**src/hdl/rtt_pkg.sv**
```systemverilog
// Shared types and constants for the recent tag table with age expiry.
`default_nettype none

package rtt_pkg;

  // Width of the sort key: an empty flag above a 32-bit age.
  localparam int KEY_W = 33;

  // Age limit after reset: one day in milliseconds.
  localparam logic [31:0] AGE_LIMIT_RESET = 32'(1000 * 60 * 60 * 24);

  // Operation that the sequencer broadcasts to every cell.
  typedef enum logic [2:0] {
    OP_HOLD,
    OP_AGE,
    OP_MATCH,
    OP_UPDATE,
    OP_KEY,
    OP_SORT
  } cell_op_t;

  // Control group broadcast from the sequencer to the cells.
  typedef struct packed {
    cell_op_t    op;
    logic        phase;
    logic        miss;
    logic [31:0] now;
    logic [31:0] limit;
    logic [2:0]  tag_type;
    logic [3:0]  tag_len;
  } cell_ctrl_t;

endpackage

`default_nettype wire

```
**src/hdl/rtt_cell.sv**
```systemverilog
// One table slot: holds an entry, ages it, matches it and swaps with its neighbors.
`default_nettype none

module rtt_cell #(
  parameter int ID_BYTES = 10,
  parameter int IDX = 0,
  parameter int SLOTS = 8,
  localparam int ID_W = ID_BYTES * 8,
  localparam int ENT_W = 3 + ID_W + 4 + 32
) (
  input  wire logic                     clk,
  input  wire logic                     rst_n,
  input  wire rtt_pkg::cell_ctrl_t      ctrl,
  input  wire logic [ID_W-1:0]          tag_id,
  input  wire logic                     sel,
  input  wire logic [ENT_W-1:0]         prev_ent,
  input  wire logic [rtt_pkg::KEY_W-1:0] prev_key,
  input  wire logic                     prev_gt,
  input  wire logic [ENT_W-1:0]         next_ent,
  input  wire logic [rtt_pkg::KEY_W-1:0] next_key,
  output logic [ENT_W-1:0]              ent,
  output logic [rtt_pkg::KEY_W-1:0]     key,
  output logic                          gt_next,
  output logic                          match
);

  localparam bit HAS_PREV = (IDX > 0);
  localparam bit HAS_NEXT = (IDX < SLOTS - 1);
  localparam logic PARITY = 1'(IDX % 2);

  logic [2:0]                  type_r;
  logic [ID_W-1:0]             id_r;
  logic [3:0]                  len_r;
  logic [31:0]                 seen_r;
  logic [rtt_pkg::KEY_W-1:0]   key_r;
  logic                        match_r;

  logic [31:0]     age;
  logic            match_c;
  logic            is_left;
  logic            is_right;
  logic [ID_W-1:0] id_ins;

  assign ent     = {seen_r, len_r, id_r, type_r};
  assign key     = key_r;
  assign match   = match_r;
  assign gt_next = (key_r > next_key);
  assign age     = ctrl.now - seen_r;

  // In each sort phase a cell pairs with its next or its previous neighbor.
  assign is_left  = HAS_NEXT && (ctrl.phase == PARITY);
  assign is_right = HAS_PREV && (ctrl.phase != PARITY);

  // Type must match and every byte below the length must match.
  always_comb begin
    match_c = (type_r == ctrl.tag_type);
    for (int j = 0; j < ID_BYTES; j++) begin
      if ((4'(j) < ctrl.tag_len) && (id_r[j*8 +: 8] != tag_id[j*8 +: 8])) begin
        match_c = 1'b0;
      end
    end
  end

  // A miss replaces the bytes below the length and keeps the rest.
  always_comb begin
    id_ins = id_r;
    for (int j = 0; j < ID_BYTES; j++) begin
      if (4'(j) < ctrl.tag_len) begin
        id_ins[j*8 +: 8] = tag_id[j*8 +: 8];
      end
    end
  end

  // Entry storage, driven by the broadcast operation.
  always_ff @(posedge clk) begin
    if (!rst_n) begin
      type_r  <= '0;
      id_r    <= '0;
      len_r   <= '0;
      seen_r  <= '0;
      key_r   <= '0;
      match_r <= 1'b0;
    end else begin
      unique case (ctrl.op)
        rtt_pkg::OP_HOLD: begin
        end
        rtt_pkg::OP_AGE: begin
          if (age > ctrl.limit) begin
            type_r <= '0;
            id_r   <= '0;
            len_r  <= '0;
            seen_r <= '0;
          end
        end
        rtt_pkg::OP_MATCH: begin
          match_r <= match_c;
        end
        rtt_pkg::OP_UPDATE: begin
          if (sel) begin
            seen_r <= ctrl.now;
          end else if (!HAS_NEXT && ctrl.miss) begin
            id_r   <= id_ins;
            len_r  <= ctrl.tag_len;
            type_r <= ctrl.tag_type;
            seen_r <= ctrl.now;
          end
        end
        rtt_pkg::OP_KEY: begin
          key_r <= {seen_r == 32'd0, ctrl.now - seen_r};
        end
        rtt_pkg::OP_SORT: begin
          if (is_left && gt_next) begin
            {seen_r, len_r, id_r, type_r} <= next_ent;
            key_r <= next_key;
          end else if (is_right && prev_gt) begin
            {seen_r, len_r, id_r, type_r} <= prev_ent;
            key_r <= prev_key;
          end
        end
        default: begin
        end
      endcase
    end
  end

endmodule

`default_nettype wire

```
**config.mk**
```make
export PLATFORM = sky130hd
export DESIGN_NAME = rtt_cell
export DESIGN_NICKNAME = d
export VERILOG_FILES = /design/src/hdl/rtt_pkg.sv /design/src/hdl/rtt_cell.sv
export SDC_FILE = /design/constraint.sdc
export NUM_CORES = 1
export LEC_CHECK = 0
export ABC_AREA = 0
export BUFFER_PORTS_ARGS = -buffer_cell sky130_fd_sc_hd__buf_2
export CAP_MARGIN = 0
export CORE_AREA = 2 2 237 239
export DETAILED_ROUTE_END_ITERATION = 8
export DIE_AREA = 0 0 239 241
export GPL_ROUTABILITY_DRIVEN = 0
export GPL_TIMING_DRIVEN = 0
export PLACE_DENSITY_LB_ADDON = 0.05
export SLEW_MARGIN = 20
export SYNTH_ARGS = -nofsm -noshare
export SYNTH_HDL_FRONTEND = slang
export SYNTH_SLANG_ARGS = --single-unit
export TNS_END_PERCENT = 20
```
**constraint.sdc**
```tcl
create_clock -name clk -period 6.09 [get_ports clk]
set_input_delay 0.3045 -clock clk [delete_from_list [all_inputs] [get_ports clk]]
set_output_delay 0.3045 -clock clk [all_outputs]
set_load 0.03 [all_outputs]
```
==> impl_metrics.json, run 1 <==
{
  "maxCapViolations": 0,
  "fin_crit_ps": 5690,
  "max_stage_delay_ps": 380,
  "cts_tree": "yes",
  "holdPathStages": 3,
  "dpl_cell_area_um2": 14400,
  "instances_no_fill": 2655,
  "first_iter_violations": 636,
  "whs_endpoint": "id_r[26]",
  "nets": 2490,
  "portBuffers": 462,
  "dp.cells": 2609,
  "synth-edff-count": 0,
  "crit_type": "flip-flop to flip-flop",
  "drc": 0,
  "yosysSeqAreaShare_pct": 27.3,
  "cp-startpoint": "seen_r[12]",
  "max_freq_mhz": 176,
  "cp-end-kind": "flip-flop",
  "worstHoldStart": "next_ent[29]",
  "grt_remaining_overflow": 0,
  "syn_avg_cell_area_um2": 7.77,
  "synth_top_flop_cell": "dfxtp_1",
  "critPathSlowestCell": "dfxtp_1",
  "die-area_um2": 57600,
  "dieWidth_um": 239,
  "drv_slew": 0,
  "clock_skew_ps": 9.47,
  "start_kind": "flip-flop",
  "r2r-end": "id_r[77]",
  "status": "finished clean",
  "antenna_found_initial": 24,
  "cp_cell_sequence": "inv_1, ha_1, clkbuf_1, a21o_1, a311oi_1, o31ai_1, o21ai_0, a21oi_1, a221o_1, xnor2_1, ha_1, nand4_1, nor2_1, a221o_1, a211o_1, nor4_4, buf_4, o32ai_4, buf_2, buf_1, nand4_1, a21oi_1",
  "switching_share_pct": 35.7,
  "insertion_delay_ps": 490,
  "cp_top_family": "compound AO/OA/AOI/OAI gates",
  "clock_sinks": 153,
  "clk_pin_slew_worst_paths_ps": 70,
  "drt-pass1-iter-count": 5,
  "maxSlewHeadroom_pct": 33.5,
  "worstPathArrival_ps": 6040,
  "setup_ws_ps": 402,
  "crit_required_ps": 6440,
  "syn-num-nets": 2004,
  "finalInstanceArea_um2": 15100,
  "dp_slack_ps": -150,
  "synthArstFlopShare_pct": 0,
  "route.detailed.wl_per_inst_um": 21.3,
  "wl_mm": 56.5,
  "clkPwrFrac_pct": 37.1,
  "dp_hpwl_mm": 46.7,
  "ys_warn_count": 0,
  "fin_crit_sh_pct": 93.4,
  "grt_pass1_wl_mm": 80.2,
  "ios": 618,
  "ys_ff_latch": 153,
  "drive_gt1_share_pct": 27.2,
  "die_y_um": 241,
  "power_density_nw_per_um2": 201,
  "r2r_slack_ps": 400,
  "clk_path_buf_depth": 2,
  "path_buf_inv": 5,
  "reg2reg_depth": 22,
  "synth.distinct_cells": 66,
  "core-area_um2": 54900,
  "netlist_area_um2": 11200,
  "hold_class": "input port to flip-flop",
  "pwr-share-comb_pct": 28.2,
  "avgViaCountPerCell": 4.69,
  "r2r_start": "seen_r[12]",
  "power_frac_seq_pct": 34.7,
  "initial_core_util_pct": 20.4,
  "grt_pass1_vias": 12200,
  "syn_to_final_growth_pct": 34.7,
  "hold_viol": 0,
  "tightest_slew_ps": 994,
  "root_buffer": "clkbuf_16",
  "p_int_mw": 1.95,
  "p_leak_nw": 6.89,
  "row_count": 86,
  "ir_worst_vdd_mv": 0.233,
  "dr_total_vias": 12500,
  "timing.hold.ws_ps": 82.0,
  "cp_max_fo": 10,
  "numCtsBuffers": 17,
  "setup_viol": 0,
  "htree_levels": 4,
  "synthCells": 1443,
  "ant_nets": 0,
  "power_switching_mw": 1.08,
  "grt_usage_pct": 19.1,
  "grt_max_degree": 17
}
==> registers in the layout (all words and copies together) (netlist names) <==
register / count
seen_r: 32
match: 1
key: 33
id_r: 80
len_r: 4
type_r: 3
==> worst register-to-register path: stages (launching register included) <==
cell      delay [ps]
dfxtp_1          380
inv_1             60
ha_1             270
clkbuf_1         200
a21o_1           240
a311oi_1         320
o31ai_1          130
o21ai_0          360
a21oi_1          200
a221o_1          360
xnor2_1          340
ha_1             330
nand4_1          230
nor2_1            80
a221o_1          360
a211o_1          370
nor4_4           280
buf_4            180
o32ai_4          130
buf_2            230
buf_1            250
nand4_1          170
a21oi_1           80
==> cell type report <==
cell class	instances	area, um2
buffer	104	434
antenna	9	22.5
clock inverter	13	145
fill	6157	39800
clock buffer	19	433
inverter	110	413
sequential	153	3060
timing repair buffer	467	2360
multi-input combinational	1076	7350
tap	704	881
==> cell families after synthesis <==
| family | Yosys count | share of synthesized area (%) |
|---|---|---|
| AO/OA/AOI/OAI | 430 | 24.1 |
| AND/OR/NAND/NOR | 399 | 18.0 |
| buffers and inverters | 214 | 7.55 |
| flip-flops | 153 | 27.3 |
| XOR/XNOR | 111 | 8.67 |
| adder cells (fa/ha/maj) | 97 | 10.9 |
| multiplexers | 39 | 3.48 |
==> per-layer routing <==
metal | wire (um) | GRT usage [%]
met4 | 1150 | 6.44
met2 | 28200 | 33.4
met1 | 23300 | 21.9
met3 | 3620 | 6.20
met5 | 158 | 0
==> cells in the final DEF, fill, tap and decap left out, types with 18 or more instances in the layout <==
cell	n
buf_2	472
nand4_1	123
clkbuf_1	80
dfxtp_1	153
xor2_1	53
mux2i_1	39
nor2_1	49
o21ai_0	99
a21oi_1	143
o21ai_1	21
a31oi_1	20
a21o_1	26
inv_1	110
a22o_1	33
nand2_1	137
nor3_1	18
nor4_1	20
xnor2_1	58
ha_1	96
==> stage by stage <==
step           total power, mW  TNS, ps  utilization [%]
3_5_place_dp              1.92    -8750             26.2
3_3_place_gp              1.92    -9840             26.2
6_report                  3.03        0             27.5
5_1_grt                   3.20    -1.27             27.5
2_1_floorplan             1.56        0                -
4_1_cts                   3.07        0             27.4
==> what timing repair did <==
action	CTS	global route
hold buffers	0	0
buffers inserted	2	3
setup endpoints to repair	110	119
resized for setup	2	8
pin swaps	2	2
cloned	0	0
==> cell usage after synthesis, types with 2 or more instances <==
master,instances,area [um2]
clkbuf_1,80,300
a221o_1,2,20.0
o31ai_1,3,22.5
o21ai_1,22,110
nand4_1,123,769
a22o_1,33,289
o211a_1,2,20.0
dfxtp_1,153,3060
a211o_1,5,43.8
a21boi_0,2,15.0
nand3b_1,2,15.0
nor3_1,18,90.1
o211ai_1,13,97.6
o2111ai_1,2,17.5
a21o_1,26,195
o21ai_0,99,495
nor2b_1,4,25.0
buf_6,3,33.8
or2_2,3,18.8
nor2_1,49,184
buf_2,10,50.1
xnor2_1,58,508
nor4_1,22,138
nand3_1,16,80.1
ha_1,96,1200
inv_1,110,413
nand2_1,137,514
xor2_1,53,464
mux2i_1,39,390
or3_1,6,37.5
a211oi_1,14,105
o22ai_1,2,12.5
and4_1,2,17.5
a21oi_1,143,716
a31oi_1,20,125
and3_1,4,25.0
a311oi_1,13,114
o21a_1,11,82.6
buf_1,9,33.8
buf_4,2,15.0
and2_1,5,31.3
nand2b_1,3,18.8
==> power groups by stage <==
| stage | logic [mW] | clock network [mW] | registers [mW] |
|---|---|---|---|
| floorplan | 0.449 | 0 | 1.11 |
| global placement | 0.845 | 0 | 1.08 |
| detailed placement | 0.845 | 0 | 1.08 |
| CTS | 0.854 | 1.17 | 1.05 |
| global route | 0.946 | 1.20 | 1.05 |
| finish | 0.854 | 1.12 | 1.05 |
==> how the worst max path moves through the flow <==
stage	endpoint	slack [ps]	cells past startpoint
2_1_floorplan	seen_r[10]	1100	21
3_3_place_gp	id_r[50]	-170	24
3_5_place_dp	id_r[77]	-150	24
4_1_cts	id_r[77]	20	22
5_1_grt	id_r[50]	-1	23
6_report	id_r[77]	400	22
(Power assumes the default switching activity.)
==> inputs of run 2 (changes only) <==
--- a/config.mk
+++ b/config.mk
@@ -8,10 +8,10 @@
 export ABC_AREA = 0
 export BUFFER_PORTS_ARGS = -buffer_cell sky130_fd_sc_hd__buf_2
 export CAP_MARGIN = 0
-export CORE_AREA = 2 2 237 239
+export CORE_AREA = 2 2 241 243
 export DETAILED_ROUTE_END_ITERATION = 8
-export DIE_AREA = 0 0 239 241
-export GPL_ROUTABILITY_DRIVEN = 0
+export DIE_AREA = 0 0 243 245
+export GPL_ROUTABILITY_DRIVEN = 1
 export GPL_TIMING_DRIVEN = 0
 export PLACE_DENSITY_LB_ADDON = 0.05
 export SLEW_MARGIN = 20
==> impl_metrics.json, run 2 (synthesized netlist as in run 1, its figures left out) <==
{
  "status": "finished clean",
  "ant_nets": 0,
  "power_switching_mw": 1.12,
  "drc": 0,
  "crit_required_ps": 6440,
  "worstPathArrival_ps": 6050,
  "dp.cells": 2670,
  "critPathSlowestCell": "dfxtp_1",
  "portBuffers": 462,
  "tightest_slew_ps": 1000,
  "path_buf_inv": 5,
  "grt_usage_pct": 18.7,
  "mostFrequentLayoutCells": "buf_2, dfxtp_1, a21oi_1, nand2_1, nand4_1",
  "p_int_mw": 1.93,
  "grt_max_degree": 18,
  "p_total_mw": 3.05,
  "ir_worst_vdd_mv": 0.227,
  "avgViaCountPerCell": 4.60,
  "cp-end-kind": "flip-flop",
  "setup_viol": 0,
  "p_leak_nw": 6.90,
  "fin_crit_ps": 5700,
  "pwr-share-comb_pct": 27.9,
  "switching_share_pct": 36.8,
  "dp_hpwl_mm": 47.3,
  "dieWidth_um": 243,
  "drv_slew": 0,
  "top_register": "id_r",
  "nets": 2490,
  "maxSlewHeadroom_pct": 33.3,
  "clk_path_buf_depth": 2,
  "fin_crit_sh_pct": 93.6,
  "clock_skew_ps": 14.1,
  "drt-pass1-iter-count": 5,
  "mostFrequentLayoutCell": "buf_2",
  "die-area_um2": 59500,
  "grt_remaining_overflow": 0,
  "max_stage_delay_ps": 390,
  "first_iter_violations": 612,
  "die_y_um": 245,
  "grt_pass1_vias": 12500,
  "grt_pass1_wl_mm": 81.7,
  "clkPwrFrac_pct": 37.6,
  "htree_levels": 4,
  "core-area_um2": 57000,
  "hold_class": "input port to flip-flop",
  "largest_reg_flops": 80,
  "power_density_nw_per_um2": 201,
  "initial_core_util_pct": 19.7,
  "ios": 618,
  "clock_sinks": 153,
  "ctsHoldBuffers": 0,
  "dr_total_vias": 12500,
  "row_count": 88,
  "dpl_cell_area_um2": 14500,
  "power_frac_seq_pct": 34.5,
  "rsz0062_at_grt": "false",
  "wl_mm": 56.6,
  "maxCapViolations": 0,
  "cts_tree": "yes",
  "max_freq_mhz": 175,
  "antenna_found_initial": 17,
  "insertion_delay_ps": 500,
  "finalInstanceArea_um2": 15200,
  "gp_congestion": 0.880,
  "cp_top_family": "compound AO/OA/AOI/OAI gates",
  "drive_gt1_share_pct": 27.2,
  "syn_to_final_growth_pct": 35.3,
  "numCtsBuffers": 17,
  "route.detailed.wl_per_inst_um": 20.9,
  "cp_max_fo": 10,
  "hold_viol": 0,
  "start_kind": "flip-flop",
  "root_buffer": "clkbuf_16",
  "clk_pin_slew_worst_paths_ps": 80,
  "cp_cell_sequence": "inv_1, ha_1, clkbuf_1, a21o_1, a311oi_1, o31ai_1, o21ai_0, a21oi_1, a221o_1, xnor2_1, ha_1, nand4_1, nor2_1, a221o_1, a211o_1, nor4_4, buf_4, o32ai_4, buf_2, buf_1, nand4_1, a21oi_1",
  "instances_no_fill": 2709,
  "crit_type": "flip-flop to flip-flop"
}
## run 2: changes by cell type in the layout (fill, tap and decap cells not counted), sizes merged
| cell | change |
|---|---|
| diode | -7 |
| buf | -1 |
| clkinv | -3 |
| inv | +8 |
| clkinvlp | -2 |
| clkbuf | -1 |
| bufinv | -1 |
## run 2: path summary, 6_finish.rpt
check | endpoint | slack (ps) | cells after the start | start
min | id_r[25] | 80 | 3 | next_ent[28]
max | id_r[75] | 390 | 22 | seen_r[12]
min reg2reg | len_r[0] | 480 | 2 | len_r[0]
max reg2reg | id_r[75] | 390 | 22 | seen_r[12]
## run 2: per-layer routing
layer  vias up  share of wire [%]  global-route usage, %  wire length [um]
met5         -               0.28                      0               159
met4        24                2.7                   6.64              1520
met3        81                6.4                   5.46              3640
met2       384                 50                   33.3             28400
met1      5755                 40                   21.1             22900
li1       6230                  -                      -                 -
## run 2: timing repair
action | in CTS | in global routing
endpoints found under the setup margin | 110 | 114
buffers inserted | 2 | 3
cloned | 0 | 0
endpoints found under the hold margin | 0 | 0
pin swaps | 2 | 2
resized for setup | 3 | 3
## run 2: power by group through the flow
stage / Sequential (mW) / Combinational, mW / Clock (mW)
floorplan: 1.11 / 0.449 / 0
global placement: 1.08 / 0.847 / 0
detailed placement: 1.08 / 0.847 / 0
CTS: 1.05 / 0.856 / 1.20
global route: 1.05 / 0.945 / 1.24
finish: 1.05 / 0.849 / 1.15
## run 2: through the flow
step           hold slack [ps]  setup TNS, ps  worst slack [ps]  utilization [%]
2_1_floorplan              457              0              1100                -
3_3_place_gp               460         -15940              -282             25.4
3_5_place_dp               465         -15560              -276             25.4
4_1_cts                   30.2              0              1.47             26.5
5_1_grt                   50.0              0              26.5             26.6
6_report                  76.3              0               390             26.6
## run 2: area by class of cell
cell class	count	area [um2]
diodes	2	5.00
plain buffers	104	433
clock buffers	17	425
clock inverters	15	166
fillers	6485	41900
inverters	110	413
multi-input cells	1076	7340
flip-flops and latches	153	3060
well taps	765	957
repair buffers	467	2360
## run 2: worst min-delay path: stages
cell and delay [ps]:
buf_2 100, nand4_1 70, a21oi_1 60
==> inputs of run 3 (changes only) <==
--- a/config.mk
+++ b/config.mk
@@ -13,7 +13,7 @@
 export DIE_AREA = 0 0 243 245
 export GPL_ROUTABILITY_DRIVEN = 1
 export GPL_TIMING_DRIVEN = 0
-export PLACE_DENSITY_LB_ADDON = 0.05
+export PLACE_DENSITY = 0.47
 export SLEW_MARGIN = 20
 export SYNTH_ARGS = -nofsm -noshare
 export SYNTH_HDL_FRONTEND = slang
==> impl_metrics.json, run 3 (synthesized netlist as in run 1, its figures left out) <==
{
  "status": "finished clean",
  "p_total_mw": 3.01,
  "clkPwrFrac_pct": 36.6,
  "largest_reg_flops": 80,
  "setup_viol": 0,
  "mostFrequentLayoutCells": "buf_2, dfxtp_1, a21oi_1, nand2_1, nand4_1",
  "ant_nets": 0,
  "power_switching_mw": 1.10,
  "instances_no_fill": 2713,
  "grt_pass1_vias": 12400,
  "drc": 0,
  "root_buffer": "clkbuf_16",
  "dieWidth_um": 243,
  "dr_total_vias": 12800,
  "fin_crit_ps": 5810,
  "p_int_mw": 1.91,
  "drv_slew": 0,
  "die_y_um": 245,
  "die-area_um2": 59500,
  "htree_levels": 4,
  "hold_class": "input port to flip-flop",
  "start_kind": "flip-flop",
  "critPathSlowestCell": "o21ai_0",
  "clk_pin_slew_worst_paths_ps": 80,
  "wl_mm": 56.2,
  "grt_max_degree": 17,
  "syn_to_final_growth_pct": 35.2,
  "finalSetupTns_ps": 0,
  "route.detailed.wl_per_inst_um": 20.7,
  "avgViaCountPerCell": 4.73,
  "hold_viol": 0,
  "switching_share_pct": 36.5,
  "clock_sinks": 153,
  "fill_cells": 6365,
  "grt_usage_pct": 18.3,
  "clock_skew_ps": 15.7,
  "worstPathArrival_ps": 6210,
  "top_register": "id_r",
  "fin_crit_sh_pct": 95.3,
  "clk_path_buf_depth": 2,
  "dp_slack_ps": -369,
  "drt-pass1-iter-count": 5,
  "rsz0062_at_grt": "false",
  "p_leak_nw": 6.88,
  "cp_cell_sequence": "inv_1, ha_1, clkbuf_1, a21o_1, a311oi_1, o31ai_1, o21ai_0, a21oi_1, a221o_1, xnor2_2, ha_1, nand4_1, nor2_1, a221o_1, a211o_1, nor4_4, buf_4, o32a_4, buf_4, buf_2, o21ai_0, a21oi_1",
  "finalInstanceArea_um2": 15200,
  "maxCapViolations": 0,
  "core-area_um2": 57000,
  "antenna_found_initial": 17,
  "power_density_nw_per_um2": 199,
  "path_buf_inv": 5,
  "ir_worst_vdd_mv": 0.220,
  "insertion_delay_ps": 490,
  "tightest_slew_ps": 964,
  "max_stage_delay_ps": 430,
  "drive_gt1_share_pct": 27.3,
  "crit_type": "flip-flop to flip-flop",
  "ctsHoldBuffers": 0,
  "nets": 2489,
  "crit_required_ps": 6490,
  "max_freq_mhz": 172,
  "pwr-share-comb_pct": 28.5,
  "row_count": 88,
  "dp.cells": 2670,
  "ios": 618,
  "cp_top_family": "compound AO/OA/AOI/OAI gates",
  "cp_max_fo": 10,
  "grt_remaining_overflow": 0,
  "mostFrequentLayoutCell": "buf_2",
  "portBuffers": 462,
  "grt_pass1_wl_mm": 80.3,
  "dp_hpwl_mm": 47.1,
  "timing.hold.ws_ps": 88.2,
  "gp_congestion": 0.919,
  "power_frac_seq_pct": 34.9,
  "first_iter_violations": 613,
  "maxSlewHeadroom_pct": 35.7,
  "setup_ws_ps": 284,
  "finish.utilization_pct": 26.6,
  "cts_tree": "yes",
  "cp-end-kind": "flip-flop",
  "initial_core_util_pct": 19.7,
  "dpl_cell_area_um2": 14500,
  "numCtsBuffers": 17
}
## run 3: changes by cell type in the layout (fill, tap and decap cells not counted), moves of 2 or more
| cell | before | now |
|---|---|---|
| clkbuf_2 | 0 | 2 |
| buf_1 | 9 | 7 |
| diode_2 | 2 | 7 |
| inv_8 | 6 | 2 |
| inv_6 | 6 | 4 |
| clkinvlp_4 | 1 | 4 |
## run 3: timing repair
action | CTS | global route
pin swaps | 1 | 3
resized for setup | 3 | 7
buffers inserted | 1 | 3
setup endpoints to repair | 117 | 119
## run 3: worst paths after layout
kind	startpoint	end	slack, ps	cells past startpoint
max	seen_r[12]	id_r[78]	280	22
min	next_key[10]	key[10]	90	3
min reg2reg	len_r[3]	len_r[3]	490	2
max reg2reg	seen_r[12]	id_r[78]	280	22
## run 3: cell type report
cell class	instances	area [um2]	area share (%)
Buffer	104	435	2.87
Clock buffer	18	429	2.83
Multi-Input combinational cell	1076	7350	48.5
Inverter	110	413	2.72
Sequential cell	153	3060	20.2
Clock inverter	14	140	0.925
Antenna cell	7	17.5	0.116
Tap cell	765	957	6.32
Timing Repair Buffer	466	2350	15.5
## run 3: power by group through the flow
stage | Sequential [mW] | Combinational, mW | Clock (mW)
final | 1.05 | 0.858 | 1.10
after global routing | 1.06 | 0.943 | 1.17
after CTS | 1.05 | 0.854 | 1.14
after detailed placement | 1.08 | 0.846 | 0
after global placement | 1.08 | 0.839 | 0
after floorplan | 1.11 | 0.449 | 0
## run 3: layer usage
layer  vias to the layer above  global-route usage, %  share of wire (%)
met1                      5993                   20.5                 39
met5                         -                      0               0.20
met3                        89                   5.86                8.1
met4                        20                   7.45                3.2
met2                       495                   32.0                 49
li1                       6227                      -                  -
## run 3: worst register-to-register path, delay by kind of cell, from the launching register on
kind,cells,cell delay [ps]
AO/OA/AOI/OAI,11,3050
buffers and inverters,5,890
adder cells (fa/ha/maj),2,580
AND/OR/NAND/NOR,3,570
flip-flops,1,400
XOR/XNOR,1,260
